[src/design/frrs_pkg.sv]
// Types, codes and header helper for the framed request/reply session block.
`timescale 1ns / 1ps
package frrs_pkg;
	// Input modes.
	localparam logic [2:0] MODE_START   = 3'd0;
	localparam logic [2:0] MODE_REQ     = 3'd1;
	localparam logic [2:0] MODE_RX      = 3'd2;
	localparam logic [2:0] MODE_LOST    = 3'd3;
	localparam logic [2:0] MODE_CONF    = 3'd4;
	localparam logic [2:0] MODE_CANCEL  = 3'd5;
	localparam logic [2:0] MODE_TICK    = 3'd6;

	// Result kinds.
	localparam logic [1:0] KIND_TX     = 2'd0;
	localparam logic [1:0] KIND_REPLY  = 2'd1;
	localparam logic [1:0] KIND_STATUS = 2'd2;

	// Status codes.
	localparam logic [3:0] ST_OK       = 4'd0;
	localparam logic [3:0] ST_CANCEL   = 4'd2;
	localparam logic [3:0] ST_TIMEOUT  = 4'd3;
	localparam logic [3:0] ST_LOST     = 4'd4;
	localparam logic [3:0] ST_HEADER   = 4'd5;
	localparam logic [3:0] ST_LENGTH   = 4'd6;
	localparam logic [3:0] ST_EXCESS   = 4'd7;
	localparam logic [3:0] ST_NONASCII = 4'd8;
	localparam logic [3:0] ST_BADREQ   = 4'd9;

	// Header bursts attached to a command.
	localparam logic [1:0] BURST_NONE = 2'd0;
	localparam logic [1:0] BURST_REQ  = 2'd1;
	localparam logic [1:0] BURST_ACK  = 2'd2;

	// Header type bytes.
	localparam logic [7:0] HTYPE_REQ   = 8'd1;
	localparam logic [7:0] HTYPE_REPLY = 8'd2;
	localparam logic [7:0] HTYPE_ACK   = 8'd3;

	// Configuration register indexes.
	localparam logic [1:0] REG_SESSION_ID = 2'd0;
	localparam logic [1:0] REG_REQ_LENGTH = 2'd1;
	localparam logic [1:0] REG_TIMEOUT    = 2'd2;

	// Command queue depth between front and back.
	localparam int QDEPTH = 4;

	// One command: an optional single result, then an optional header burst.
	typedef struct packed {
		logic        lead;
		logic [1:0]  kind;
		logic [7:0]  data;
		logic        tx_end;
		logic [3:0]  status;
		logic [1:0]  burst;
		logic [10:0] len;
		logic [31:0] id;
	} cmd_t;

	// One result item.
	typedef struct packed {
		logic [1:0] kind;
		logic [7:0] out_byte;
		logic       tx_end;
		logic [3:0] status;
		logic       last;
	} res_t;

	// Byte at a position of a 16-byte header.
	function automatic logic [7:0] hdr_byte(input logic [3:0] pos, input logic [7:0] htype,
		input logic [31:0] id, input logic [10:0] len);
		logic [31:0] l;
		logic [7:0]  r;
		l = {21'd0, len};
		unique case (pos)
			4'd0:  r = 8'h4B;
			4'd1:  r = 8'h41;
			4'd2:  r = 8'h49;
			4'd3:  r = 8'h31;
			4'd4:  r = htype;
			4'd5, 4'd6, 4'd7: r = 8'd0;
			4'd8:  r = id[31:24];
			4'd9:  r = id[23:16];
			4'd10: r = id[15:8];
			4'd11: r = id[7:0];
			4'd12: r = l[31:24];
			4'd13: r = l[23:16];
			4'd14: r = l[15:8];
			default: r = l[7:0];
		endcase
		return r;
	endfunction
endpackage

[src/design/frrs_front.sv]
// Front part: session state machine that takes items and issues commands.
`timescale 1ns / 1ps
module frrs_front #(
	parameter int REPLY_MAX    = 4096,
	parameter int REQUEST_MAX  = 1024,
	parameter int PACKET_BYTES = 64
) (
	input  logic               clk,
	input  logic               arst_n,
	input  logic               in_take,
	input  logic [2:0]         mode,
	input  logic [7:0]         data_byte,
	input  logic               rx_packet_end,
	input  logic [31:0]        session_id,
	input  logic [10:0]        request_length,
	input  logic [15:0]        timeout_ticks,
	output logic               cmd_push,
	output frrs_pkg::cmd_t     cmd
);
	import frrs_pkg::*;

	localparam int RCW = $clog2(REPLY_MAX + 1);
	localparam int PPW = $clog2(PACKET_BYTES);
	localparam logic [PPW-1:0] PP_START = (PACKET_BYTES == 16) ? '0 : PPW'(16);
	localparam logic [PPW-1:0] PP_LAST  = PPW'(PACKET_BYTES - 1);

	localparam logic [2:0] PH_IDLE = 3'd0;
	localparam logic [2:0] PH_SEND = 3'd1;
	localparam logic [2:0] PH_RECV = 3'd2;
	localparam logic [2:0] PH_TAIL = 3'd3;
	localparam logic [2:0] PH_DONE = 3'd4;

	logic [2:0]     phase_q, phase_d;
	logic [10:0]    sent_q, sent_d;
	logic [PPW-1:0] pkt_pos_q, pkt_pos_d;
	logic [4:0]     hidx_q, hidx_d;
	logic [31:0]    exp_q, exp_d;
	logic [RCW-1:0] rcnt_q, rcnt_d;
	logic           rflag_q, rflag_d;
	logic [15:0]    tick_q, tick_d;
	logic           conn_q, conn_d;

	logic           active;
	logic           ok;
	logic [31:0]    exp_new;
	logic [RCW:0]   rcnt_inc;
	logic [11:0]    sent_inc;
	logic [15:0]    tick_inc;
	logic           printable;

	assign active    = (phase_q != PH_IDLE);
	assign exp_new   = {exp_q[23:0], data_byte};
	assign rcnt_inc  = {1'b0, rcnt_q} + 1'b1;
	assign sent_inc  = {1'b0, sent_q} + 12'd1;
	assign tick_inc  = (tick_q != 16'hFFFF) ? tick_q + 16'd1 : tick_q;
	assign printable = (data_byte == 8'd9) || (data_byte == 8'd10) || (data_byte == 8'd13) ||
		((data_byte >= 8'd32) && (data_byte <= 8'd126));

	// Header check for the current reply header position.
	always_comb begin
		ok = 1'b1;
		if (hidx_q < 5'd4 || (hidx_q >= 5'd8 && hidx_q < 5'd12))
			ok = (data_byte == hdr_byte(hidx_q[3:0], 8'd0, session_id, 11'd0));
		else if (hidx_q == 5'd4)
			ok = (data_byte == HTYPE_REPLY);
		else if (hidx_q == 5'd5)
			ok = (data_byte <= 8'd1);
		else if (hidx_q == 5'd6 || hidx_q == 5'd7)
			ok = (data_byte == 8'd0);
	end

	// Next state and command for the item taken this cycle.
	always_comb begin
		phase_d   = phase_q;
		sent_d    = sent_q;
		pkt_pos_d = pkt_pos_q;
		hidx_d    = hidx_q;
		exp_d     = exp_q;
		rcnt_d    = rcnt_q;
		rflag_d   = rflag_q;
		tick_d    = tick_q;
		conn_d    = conn_q;
		cmd_push  = 1'b0;
		cmd.lead   = 1'b1;
		cmd.kind   = KIND_STATUS;
		cmd.data   = 8'd0;
		cmd.tx_end = 1'b0;
		cmd.status = ST_OK;
		cmd.burst  = BURST_NONE;
		cmd.len    = request_length;
		cmd.id     = session_id;
		if (in_take) begin
			unique case (mode)
				MODE_START: begin
					if (!active) begin
						cmd_push = 1'b1;
						if (request_length == 11'd0 || request_length > 11'(REQUEST_MAX)) begin
							cmd.status = ST_BADREQ;
						end else begin
							cmd.lead  = 1'b0;
							cmd.burst = BURST_REQ;
							sent_d    = '0;
							pkt_pos_d = PP_START;
							hidx_d    = '0;
							exp_d     = '0;
							rcnt_d    = '0;
							rflag_d   = 1'b0;
							tick_d    = '0;
							phase_d   = PH_SEND;
						end
					end
				end
				MODE_REQ: begin
					if (phase_q == PH_SEND) begin
						cmd_push   = 1'b1;
						cmd.kind   = KIND_TX;
						cmd.data   = data_byte;
						cmd.tx_end = (pkt_pos_q == PP_LAST) || (sent_inc >= {1'b0, request_length});
						pkt_pos_d  = (pkt_pos_q == PP_LAST) ? '0 : pkt_pos_q + 1'b1;
						sent_d     = sent_inc[10:0];
						if (sent_inc[10:0] >= request_length)
							phase_d = PH_RECV;
					end
				end
				MODE_RX: begin
					if (phase_q == PH_TAIL) begin
						cmd_push   = 1'b1;
						cmd.status = ST_EXCESS;
						phase_d    = PH_IDLE;
					end else if (phase_q == PH_RECV) begin
						if (hidx_q < 5'd16) begin
							if (!ok || (rx_packet_end && hidx_q < 5'd15)) begin
								cmd_push   = 1'b1;
								cmd.status = ST_HEADER;
								phase_d    = PH_IDLE;
							end else begin
								if (hidx_q == 5'd5)
									rflag_d = data_byte[0];
								if (hidx_q >= 5'd12)
									exp_d = exp_new;
								hidx_d = hidx_q + 5'd1;
								if (hidx_q == 5'd15 &&
									(exp_new == 32'd0 || exp_new > 32'(REPLY_MAX))) begin
									cmd_push   = 1'b1;
									cmd.status = ST_LENGTH;
									phase_d    = PH_IDLE;
								end
							end
						end else if (!printable) begin
							cmd_push   = 1'b1;
							cmd.status = ST_NONASCII;
							phase_d    = PH_IDLE;
						end else begin
							cmd_push = 1'b1;
							cmd.kind = KIND_REPLY;
							cmd.data = data_byte;
							rcnt_d   = rcnt_inc[RCW-1:0];
							if ({{(31-RCW){1'b0}}, rcnt_inc} >= exp_q) begin
								if (rx_packet_end) begin
									phase_d   = PH_DONE;
									cmd.burst = BURST_ACK;
									cmd.len   = 11'd0;
								end else begin
									phase_d = PH_TAIL;
								end
							end
						end
					end
				end
				MODE_LOST: begin
					if (phase_q == PH_DONE) begin
						cmd_push   = 1'b1;
						cmd.status = {3'd0, rflag_q};
						phase_d    = PH_IDLE;
					end else if (active && conn_q) begin
						cmd_push   = 1'b1;
						cmd.status = ST_LOST;
						phase_d    = PH_IDLE;
					end
					conn_d = 1'b0;
				end
				MODE_CONF: conn_d = 1'b1;
				MODE_CANCEL: begin
					if (active) begin
						cmd_push   = 1'b1;
						cmd.status = ST_CANCEL;
						phase_d    = PH_IDLE;
					end
				end
				MODE_TICK: begin
					if (active) begin
						tick_d = tick_inc;
						if (tick_inc >= timeout_ticks) begin
							cmd_push   = 1'b1;
							cmd.status = ST_TIMEOUT;
							phase_d    = PH_IDLE;
						end
					end
				end
				default: ;
			endcase
		end
	end

	// Session state registers.
	always_ff @(posedge clk or negedge arst_n) begin
		if (!arst_n) begin
			phase_q   <= PH_IDLE;
			sent_q    <= '0;
			pkt_pos_q <= PP_START;
			hidx_q    <= '0;
			exp_q     <= '0;
			rcnt_q    <= '0;
			rflag_q   <= 1'b0;
			tick_q    <= '0;
			conn_q    <= 1'b0;
		end else begin
			phase_q   <= phase_d;
			sent_q    <= sent_d;
			pkt_pos_q <= pkt_pos_d;
			hidx_q    <= hidx_d;
			exp_q     <= exp_d;
			rcnt_q    <= rcnt_d;
			rflag_q   <= rflag_d;
			tick_q    <= tick_d;
			conn_q    <= conn_d;
		end
	end
endmodule

[src/design/frrs_queue.sv]
// Short command queue between the front and back parts.
`timescale 1ns / 1ps
module frrs_queue (
	input  logic           clk,
	input  logic           arst_n,
	input  logic           push,
	input  frrs_pkg::cmd_t wdata,
	input  logic           pop,
	output frrs_pkg::cmd_t head,
	output logic           full,
	output logic           nempty
);
	import frrs_pkg::*;

	localparam int AW = $clog2(QDEPTH);

	cmd_t          mem_q [QDEPTH];
	logic [AW-1:0] wptr_q, rptr_q;
	logic [AW:0]   cnt_q;

	assign full   = (cnt_q == (AW+1)'(QDEPTH));
	assign nempty = (cnt_q != '0);
	assign head   = mem_q[rptr_q];

	// Storage write.
	always_ff @(posedge clk) begin
		if (push)
			mem_q[wptr_q] <= wdata;
	end

	// Pointers and fill count.
	always_ff @(posedge clk or negedge arst_n) begin
		if (!arst_n) begin
			wptr_q <= '0;
			rptr_q <= '0;
			cnt_q  <= '0;
		end else begin
			if (push)
				wptr_q <= wptr_q + 1'b1;
			if (pop)
				rptr_q <= rptr_q + 1'b1;
			cnt_q <= cnt_q + (AW+1)'(push) - (AW+1)'(pop);
		end
	end
endmodule

[src/design/frrs_back.sv]
// Back part: expands commands into result items behind an output register.
`timescale 1ns / 1ps
module frrs_back #(
	parameter int PACKET_BYTES = 64
) (
	input  logic           clk,
	input  logic           arst_n,
	input  frrs_pkg::cmd_t head,
	input  logic           head_valid,
	output logic           head_pop,
	input  logic           pop,
	output logic           empty,
	output frrs_pkg::res_t res
);
	import frrs_pkg::*;

	logic [4:0] idx_q;
	logic [4:0] p5;
	logic [3:0] pos;
	logic       single;
	logic       gen_last;
	logic       load;
	res_t       gen;
	res_t       res_q;
	logic       empty_q;

	assign p5     = idx_q - {4'd0, head.lead};
	assign pos    = p5[3:0];
	assign single = head.lead && (idx_q == 5'd0);
	assign load   = empty_q || pop;

	// Result for the current step of the head command.
	always_comb begin
		if (single) begin
			gen.kind     = head.kind;
			gen.out_byte = head.data;
			gen.tx_end   = head.tx_end;
			gen.status   = head.status;
			gen_last     = (head.burst == BURST_NONE);
		end else begin
			gen.kind     = KIND_TX;
			gen.out_byte = hdr_byte(pos, (head.burst == BURST_ACK) ? HTYPE_ACK : HTYPE_REQ,
				head.id, head.len);
			gen.tx_end   = (pos == 4'd15) &&
				((head.burst == BURST_ACK) || (PACKET_BYTES == 16));
			gen.status   = ST_OK;
			gen_last     = (pos == 4'd15);
		end
		gen.last = gen_last;
	end

	assign head_pop = load && head_valid && gen_last;
	assign empty    = empty_q;
	assign res      = res_q;

	// Step counter within a command.
	always_ff @(posedge clk or negedge arst_n) begin
		if (!arst_n)
			idx_q <= '0;
		else if (load && head_valid)
			idx_q <= gen_last ? 5'd0 : idx_q + 5'd1;
	end

	// Output register.
	always_ff @(posedge clk or negedge arst_n) begin
		if (!arst_n)
			empty_q <= 1'b1;
		else if (load)
			empty_q <= !head_valid;
	end

	always_ff @(posedge clk) begin
		if (load)
			res_q <= gen;
	end
endmodule

[src/design/framed_request_reply_session_top.sv]
// Top level of the framed request/reply session block.
// Takes one item per cycle while the command queue has room. Every item
// yields at most one command; the back part turns a command into its
// results at one result per cycle while results are popped, so a start or
// an acknowledge yields sixteen (or seventeen) results and the four-entry
// command queue is what lets the front keep taking items meanwhile. Registers
// are read live and are written over the APB port, pready is always high.
`timescale 1ns / 1ps
module framed_request_reply_session_top #(
	parameter int REPLY_MAX    = 4096,
	parameter int REQUEST_MAX  = 1024,
	parameter int PACKET_BYTES = 64
) (
	input  logic        clk,
	input  logic        arst_n,
	input  logic        psel,
	input  logic        penable,
	input  logic        pwrite,
	input  logic [3:0]  paddr,
	input  logic [31:0] pwdata,
	output logic [31:0] prdata,
	output logic        pready,
	input  logic        push,
	output logic        full,
	input  logic [2:0]  mode,
	input  logic [7:0]  data_byte,
	input  logic        rx_packet_end,
	output logic        empty,
	input  logic        pop,
	output logic [1:0]  kind,
	output logic [7:0]  out_byte,
	output logic        tx_packet_end,
	output logic [3:0]  status,
	output logic        last
);
	import frrs_pkg::*;

	logic [31:0] sid_q;
	logic [10:0] rlen_q;
	logic [15:0] tmo_q;
	logic        wr;
	logic        in_take;
	logic        cmd_push;
	cmd_t        cmd;
	cmd_t        head;
	logic        head_valid;
	logic        head_pop;
	res_t        res;

	assign pready = 1'b1;
	assign wr     = psel && penable && pwrite;

	// Configuration registers.
	always_ff @(posedge clk or negedge arst_n) begin
		if (!arst_n) begin
			sid_q  <= 32'd1;
			rlen_q <= 11'd1;
			tmo_q  <= 16'd15360;
		end else if (wr) begin
			unique case (paddr[3:2])
				REG_SESSION_ID: sid_q  <= pwdata;
				REG_REQ_LENGTH: rlen_q <= pwdata[10:0];
				REG_TIMEOUT:    tmo_q  <= pwdata[15:0];
				default: ;
			endcase
		end
	end

	// Register read-back.
	always_comb begin
		unique case (paddr[3:2])
			REG_SESSION_ID: prdata = sid_q;
			REG_REQ_LENGTH: prdata = {21'd0, rlen_q};
			REG_TIMEOUT:    prdata = {16'd0, tmo_q};
			default:        prdata = 32'd0;
		endcase
	end

	assign in_take = push && !full;

	frrs_front #(
		.REPLY_MAX(REPLY_MAX), .REQUEST_MAX(REQUEST_MAX), .PACKET_BYTES(PACKET_BYTES)
	) u_front (
		.clk(clk), .arst_n(arst_n), .in_take(in_take), .mode(mode),
		.data_byte(data_byte), .rx_packet_end(rx_packet_end),
		.session_id(sid_q), .request_length(rlen_q), .timeout_ticks(tmo_q),
		.cmd_push(cmd_push), .cmd(cmd)
	);

	frrs_queue u_queue (
		.clk(clk), .arst_n(arst_n), .push(cmd_push), .wdata(cmd), .pop(head_pop),
		.head(head), .full(full), .nempty(head_valid)
	);

	frrs_back #(.PACKET_BYTES(PACKET_BYTES)) u_back (
		.clk(clk), .arst_n(arst_n), .head(head), .head_valid(head_valid),
		.head_pop(head_pop), .pop(pop), .empty(empty), .res(res)
	);

	assign kind          = res.kind;
	assign out_byte      = res.out_byte;
	assign tx_packet_end = res.tx_end;
	assign status        = res.status;
	assign last          = res.last;
endmodule

[config.mk]
export PLATFORM = sky130hd
export DESIGN_NAME = framed_request_reply_session_top
export DESIGN_NICKNAME = d
export VERILOG_FILES = /design/src/design/frrs_pkg.sv /design/src/design/frrs_front.sv /design/src/design/frrs_queue.sv /design/src/design/frrs_back.sv /design/src/design/framed_request_reply_session_top.sv
export SDC_FILE = /design/constraint.sdc
export NUM_CORES = 1
export LEC_CHECK = 0
export ABC_AREA = 1
export ABC_CLOCK_PERIOD_IN_PS = 7600
export BUFFER_PORTS_ARGS = -buffer_cell sky130_fd_sc_hd__clkbuf_2
export CAP_MARGIN = 20
export CORE_MARGIN = 2
export CORE_UTILIZATION = 40
export CTS_BUF_LIST = sky130_fd_sc_hd__clkbuf_4 sky130_fd_sc_hd__clkbuf_8
export DETAILED_ROUTE_END_ITERATION = 7
export PLACE_DENSITY = 0.55
export SETUP_SLACK_MARGIN = 0.4
export SLEW_MARGIN = 25
export SYNTH_ARGS = -nofsm -noshare
export SYNTH_HDL_FRONTEND = slang
export SYNTH_SLANG_ARGS = --single-unit
[constraint.sdc]
create_clock -name clk -period 7.6 [get_ports clk]
set_clock_uncertainty 0.2 [all_clocks]
set_input_delay 1.14 -clock clk [delete_from_list [all_inputs] [get_ports clk]]
set_output_delay 1.14 -clock clk [all_outputs]
set_load 0.03 [all_outputs]
==> flow_summary.toml, run 1 <==
[outcome]
status = "complete, no violations"

[cts]
htree_levels = 3
tritoncts = "built"
root_buffer = "clkbuf_8"
cts_resized = 0
clkLatencyLatePin_ns = 0.64
clkTransAtPathRegs_ns = 0.06
cts_hold_buf = 0
clock-sinks = 420
cts_buffer_depth = 3
cts_setup_buffers = 0
cts_buffers = 77

[route]
route.met2.wl_um = 24800
wl_met1_um = 24300
ant_nets = 0
first_pass_iters = 6
viasPerCell = 5.15
wire_per_inst_um = 17.8
remaining_drc_errors = 0
vias = 15500
drt_iter0_drc = 1183
wl_met3_um = 3140
drt_wl_total_um = 53800
topRoutingLayerUsed = "met4"

[global_routing]
grt_pass1_wl_um = 84800
grt-ovfl-total = 0
grt_pass1_vias = 15100
grt_usage = 0.206
antenna_found_initial = 0
grt_max_degree = 71

[logic_synthesis]
yosys_warnings = 0
dominantRegCellSynth = "edfxtp_1"
yosysTopAreaCell = "edfxtp_1"
synth_area_sq_um = 20400
syn-num-nets = 2288
synth-edff-count = 260
yosys.area.top_type_share = 0.383
yosys-top-cells-count = "nand2_1, nor2_1, inv_1, edfxtp_1, o21ai_0"
synth_cells = 2171
synthArstFlopShare = 0.381
ys_types = 48
ys_seq_area_frac = 0.580
yosysMostFrequentCell = "nand2_1"
ys_seq_elements = 420
avgSynthCellArea_sq_um = 9.38
synthTopCellsByArea = "edfxtp_1, dfrtp_1, nand2_1"

[setup_path]
rrSetupSlack_ns = 1.95
r2r_cells = 22
crit_end = "u_queue.mem_q[2][29]"
crit-reg2reg-launch = "u_front.tick_q[5]"
cp-end-kind = "flip-flop"
start_kind = "flip-flop"
r2r_end = "u_queue.mem_q[2][29]"
critical_path.max_fanout = 26
worst-setup-path-type = "reg -> reg"
worstPathArrival_ns = 5.73
startpoint = "u_front.tick_q[5]"
required_ns = 7.68

[cells_and_area]
nFillCells = 4792
antenna_cells = 0
stdcell_count = 3019
seq_area_sq_um = 11800
nNetsFinal = 2405
area_delta_synth_final_pct = 13.2
final_cell_area_sq_um = 23100
drive_gt1_frac = 0.134
multi_input_area_sq_um = 7170

[timing]
rsz0062_at_grt = "false"
setup_viol = 0
fmax_mhz = 177
postLayoutSetupSlackWorst_ns = 1.95
timing.final.crit_share = 0.743
worstMarginPinSlew_ns = 0.991
fin_crit_ns = 5.65
slew_violations = 0
setup_tns_ns = 0
finalHoldViolCount = 0
relSlewSlack = 0.340

[power_and_ir_drop]
power_mw = 7.22
ir_drop_mv = 0.149
powerDensity_nw_per_um2 = 313
p_leak_nw = 9.89

[die]
dieArea_sq_um = 52700
rows = 82
coreArea_sq_um = 50200
io_pins = 106
fp.dieW_um = 230
die_h_um = 230
initial_utilization = 0.406

[placement]
hpwlAfterDp_um = 36500
placed_area_sq_um = 21500
post-place-ws_ns = 1.94
placedCellCount = 2881
gp_routability_congestion = 0.901
port_buffers = 102

[flow_run]
drv_cap = 0

[min_path]
hold_path_class = "in -> async"
-- stage by stage --
| stage | hold slack (ns) | utilization |
|---|---|---|
| after floorplan | 0.253 | - |
| after global placement | 0.264 | 0.429 |
| after detailed placement | 0.269 | 0.429 |
| after CTS | 0.244 | 0.459 |
| after global routing | 0.286 | 0.459 |
| final | 0.270 | 0.459 |
-- cell type report --
| type | instances | share of cell area |
|---|---|---|
| clock inverter | 18 | 0.00407 |
| tap | 672 | 0.0365 |
| multi-input combinational | 1398 | 0.311 |
| inverter | 271 | 0.0441 |
| clock buffer | 120 | 0.0630 |
| sequential | 420 | 0.513 |
| timing repair buffer | 120 | 0.0283 |
-- cells in the final DEF, fill, tap and decap left out, types with 5 or more instances in the layout --
master    Yosys  final
clkinv_2      0      8
buf_4         2     18
inv_2         3      5
clkbuf_4      0     32
a32o_1        5      5
inv_1       266    265
dfrtp_1     152    150
o211ai_1      5      5
edfxtp_1    260    260
dfstp_2       8      8
a21oi_1     100    100
clkinv_1      2      8
ha_1         61     61
nor3_1       42     42
o221ai_1     15     15
nor2_1      338    333
clkbuf_2      0    101
o31ai_1       5      5
o21ai_0     220    219
clkbuf_8      0     88
nand2_1     358    357
nand3_1      68     68
nor4_1       13     13
o22ai_1      33     33
o21ai_2      32     32
xor2_1       27     27
nand4_1      37     37
nor2_4        1      5
-- metal layers --
metal	up-vias	global-route usage
li1	7564	-
met4	0	0.0769
met5	-	0
met3	107	0.0348
met1	7438	0.281
met2	439	0.331
-- cell families after synthesis --
family                     after synthesis  synth area share
AOI/OAI and AO/OA                      438             0.124
xor gates and xnor gates                27            0.0116
adders and majority gates               62            0.0385
buffers and inverters                  353            0.0696
DFF                                    420             0.580
other                                    1          0.000184
and+or+nand+nor                        870             0.176
-- how the worst min path moves through the flow --
stage                            startpoint           endpoint  slack [ns]  depth (start not counted)
after floorplan                   tmo_q[14]          tmo_q[14]        0.25                          2
after global placement    u_front.exp_q[29]  u_front.exp_q[29]        0.26                          2
after detailed placement  u_front.exp_q[29]  u_front.exp_q[29]        0.27                          2
after CTS                            arst_n  u_front.exp_q[29]        0.24                          1
after global routing                 arst_n  u_front.exp_q[24]        0.29                          1
final                                arst_n  u_front.exp_q[24]        0.27                          1
-- sequential cells by signal, indices dropped and copies added (netlist names), 6 cells and up --
signal and flops:
u_front.rcnt_q 13, u_front.exp_q 32, u_front.pkt_pos_q 6, u_queue.mem_q 244, tmo_q 16, sid_q 32
u_front.sent_q 11, rlen_q 11, u_back.res 16, u_front.tick_q 16
-- critical path, cell delays in order, from the launching register on --
cell     delay [ns]
dfrtp_1        0.41
nand2_1        0.12
nor2_1         0.10
nand4_1        0.18
nor3_1         0.26
inv_1          0.11
nor3_1         0.36
nor2_1         0.13
nand3_1        0.11
xor2_1         0.20
inv_1          0.06
ha_1           0.27
nand2_1        0.05
nor3_1         0.29
nand3_1        0.12
nand3_1        0.21
nand3_1        0.16
o21ai_0        0.16
inv_1          0.07
nand3_1        0.16
nand2_1        0.31
nor2_4         0.71
buf_4          0.51
-- where the power goes --
part | total (mW) | internal (mW) | leakage (nW) | switching, mW
clock network | 2.15 | 1.21 | 0.833 | 0.939
logic | 2.00 | 0.585 | 4.59 | 1.41
registers | 3.07 | 2.79 | 4.46 | 0.277
total | 7.22 | 4.59 | 9.89 | 2.63
No activity file was read; power rests on OpenSTA's default activity.
==> run 2: changes to the inputs <==
--- a/config.mk
+++ b/config.mk
@@ -6,7 +6,7 @@
 export NUM_CORES = 1
 export LEC_CHECK = 0
 export ABC_AREA = 1
-export ABC_CLOCK_PERIOD_IN_PS = 7600
+export ABC_CLOCK_PERIOD_IN_PS = 5400
 export BUFFER_PORTS_ARGS = -buffer_cell sky130_fd_sc_hd__clkbuf_2
 export CAP_MARGIN = 20
 export CORE_MARGIN = 2
==> constraint.sdc (replaced) <==
create_clock -name clk -period 5.4 [get_ports clk]
set_clock_uncertainty 0.2 [all_clocks]
set_input_delay 0.81 -clock clk [delete_from_list [all_inputs] [get_ports clk]]
set_output_delay 0.81 -clock clk [all_outputs]
set_load 0.03 [all_outputs]
==> flow_summary.toml, run 2 (synthesized netlist as in run 1, its figures left out) <==
[cts]
clock-sinks = 420
clkLatencyLatePin_ns = 0.64
cts_buffers = 74
cts_hold_buf = 0
cts_buffer_depth = 3
htree_levels = 3
clkTransAtPathRegs_ns = 0.06
tritoncts = "built"
root_buffer = "clkbuf_8"

[timing]
postLayoutSetupSlackWorst_ns = 0.775
rsz0062_at_grt = "true"
finalHoldViolCount = 0
setup_viol = 0
fmax_mhz = 216
relSlewSlack = 0.366
worstMarginPinSlew_ns = 0.944
fin_crit_ns = 4.62
slew_violations = 0
timing.final.crit_share = 0.856
holdWs_ns = 0.0297
setup_tns_ns = 0

[setup_path]
worst-setup-path-type = "reg -> reg"
r2r_cells = 25
cp-end-kind = "flip-flop"
crit-reg2reg-launch = "u_front.tick_q[5]"
worstPathArrival_ns = 4.71
required_ns = 5.49
start_kind = "flip-flop"
r2r_end = "u_queue.mem_q[2][23]"
rrSetupSlack_ns = 0.78
critical_path.max_fanout = 51

[cells_and_area]
layout_commonest_cell = "nand2_1"
final_cell_area_sq_um = 23200
regMostFlops = "u_queue.mem_q"
layout.cells.most_common_list = "nand2_1, nor2_1, inv_1"
drive_gt1_frac = 0.138
nFillCells = 4756
area_delta_synth_final_pct = 13.9
largest_register_ffs = 244
top_regs = "u_queue.mem_q (244), sid_q (32), u_front.exp_q (32)"
nNetsFinal = 2415
postLayoutCoreUtil = 0.462

[power_and_ir_drop]
combPwrFrac = 0.287
ir_drop_mv = 0.186
intPower_mw = 6.42
p_leak_nw = 9.93
seq_power_share = 0.423
p_switching_mw = 3.71
swShare = 0.366
powerDensity_nw_per_um2 = 437
clkPwrFrac = 0.290

[placement]
post-place-ws_ns = 0.420
gp_routability_congestion = 0.918
hpwlAfterDp_um = 37100
placed_area_sq_um = 21700
port_buffers = 102

[die]
coreArea_sq_um = 50200
initial_utilization = 0.406
rows = 82
die_h_um = 230
dieArea_sq_um = 52700
fp.dieW_um = 230
io_pins = 106

[global_routing]
antenna_found_initial = 0
grt_pass1_vias = 15200
grt_pass1_wl_um = 84600
grt_usage = 0.206
grt-ovfl-total = 0
grt_max_degree = 77

[route]
remaining_drc_errors = 0
wire_per_inst_um = 17.8
first_pass_iters = 5
drt_wl_total_um = 54000
drt_iter0_drc = 1141
vias = 15600
viasPerCell = 5.16
ant_nets = 0

[flow_run]
drv_cap = 0

[min_path]
hold_path_class = "in -> async"

[outcome]
status = "complete, no violations"
## run 2: critical path, stage by stage, from the launching register on
cell      delay, ns
dfrtp_2        0.43
nand2_1        0.11
nor2_1         0.10
nand4_1        0.19
nor3_2         0.19
inv_1          0.12
nor3_4         0.18
nor3_1         0.09
nand2_1        0.14
xor2_2         0.19
inv_1          0.07
ha_1           0.30
nand2_1        0.05
nor2_1         0.11
nand2_1        0.07
o211ai_1       0.08
nand2_1        0.07
nand3_1        0.18
nand3_1        0.16
o21ai_1        0.17
inv_1          0.06
nand3_1        0.18
nand2_2        0.17
buf_4          0.19
nor2_4         0.11
buf_12         0.32
## run 2: power groups by stage
stage | sequential (mW) | clock [mW] | combinational (mW)
floorplan | 4.27 | 0 | 1.94
global placement | 4.33 | 0 | 2.87
detailed placement | 4.34 | 0 | 2.92
CTS | 4.28 | 3.02 | 2.93
global route | 4.33 | 3.15 | 3.28
finish | 4.28 | 2.93 | 2.91
## run 2: metrics by stage
step / cells / power (mW)
floorplan: 2171 / 6.21
global placement: 2891 / 7.20
detailed placement: 2891 / 7.26
CTS: 3023 / 10.2
global route: 3026 / 10.8
finish: 3027 / 10.1
## run 2: worst max-delay path by stage
| stage | startpoint | end | slack [ns] | depth (start not counted) |
|---|---|---|---|---|
| CTS | u_front.tick_q[5] | u_queue.cnt_q[2] | 0.51 | 27 |
| floorplan | u_front.tick_q[5] | u_queue.mem_q[0][0] | 0.31 | 21 |
| finish | u_front.tick_q[5] | u_queue.mem_q[2][23] | 0.78 | 25 |
| global route | u_front.tick_q[2] | u_queue.cnt_q[2] | 0.37 | 24 |
| global placement | u_front.tick_q[5] | u_queue.mem_q[3][24] | 0.54 | 23 |
| detailed placement | u_front.tick_q[5] | u_queue.cnt_q[2] | 0.42 | 25 |
## run 2: timing repair
| item | 4_1_cts | 5_1_grt |
|---|---|---|
| cloned | 0 | 0 |
| endpoints found under the setup margin | 16 | 246 |
| resized for setup | 1 | 12 |
| setup buffers | 0 | 3 |
| pin swaps | 0 | 1 |
## run 2: layout make-up
cell class              count  area, sq um  area share
clock inverters            22          120     0.00518
multi-input cells        1398         7220       0.311
diodes                      1         2.50    0.000108
flip-flops and latches    420        11800       0.510
clock buffers             110         1350      0.0580
repair buffers            133          828      0.0357
inverters                 271         1020      0.0439
well taps                 672          841      0.0362
## run 2: layer usage
metal | up-vias | share of wire | global-route usage
met2 | 463 | 0.46 | 0.332
met1 | 7478 | 0.45 | 0.281
met5 | - | 0 | 0
met3 | 96 | 0.057 | 0.0331
li1 | 7595 | - | -
met4 | 0 | 0.025 | 0.0720
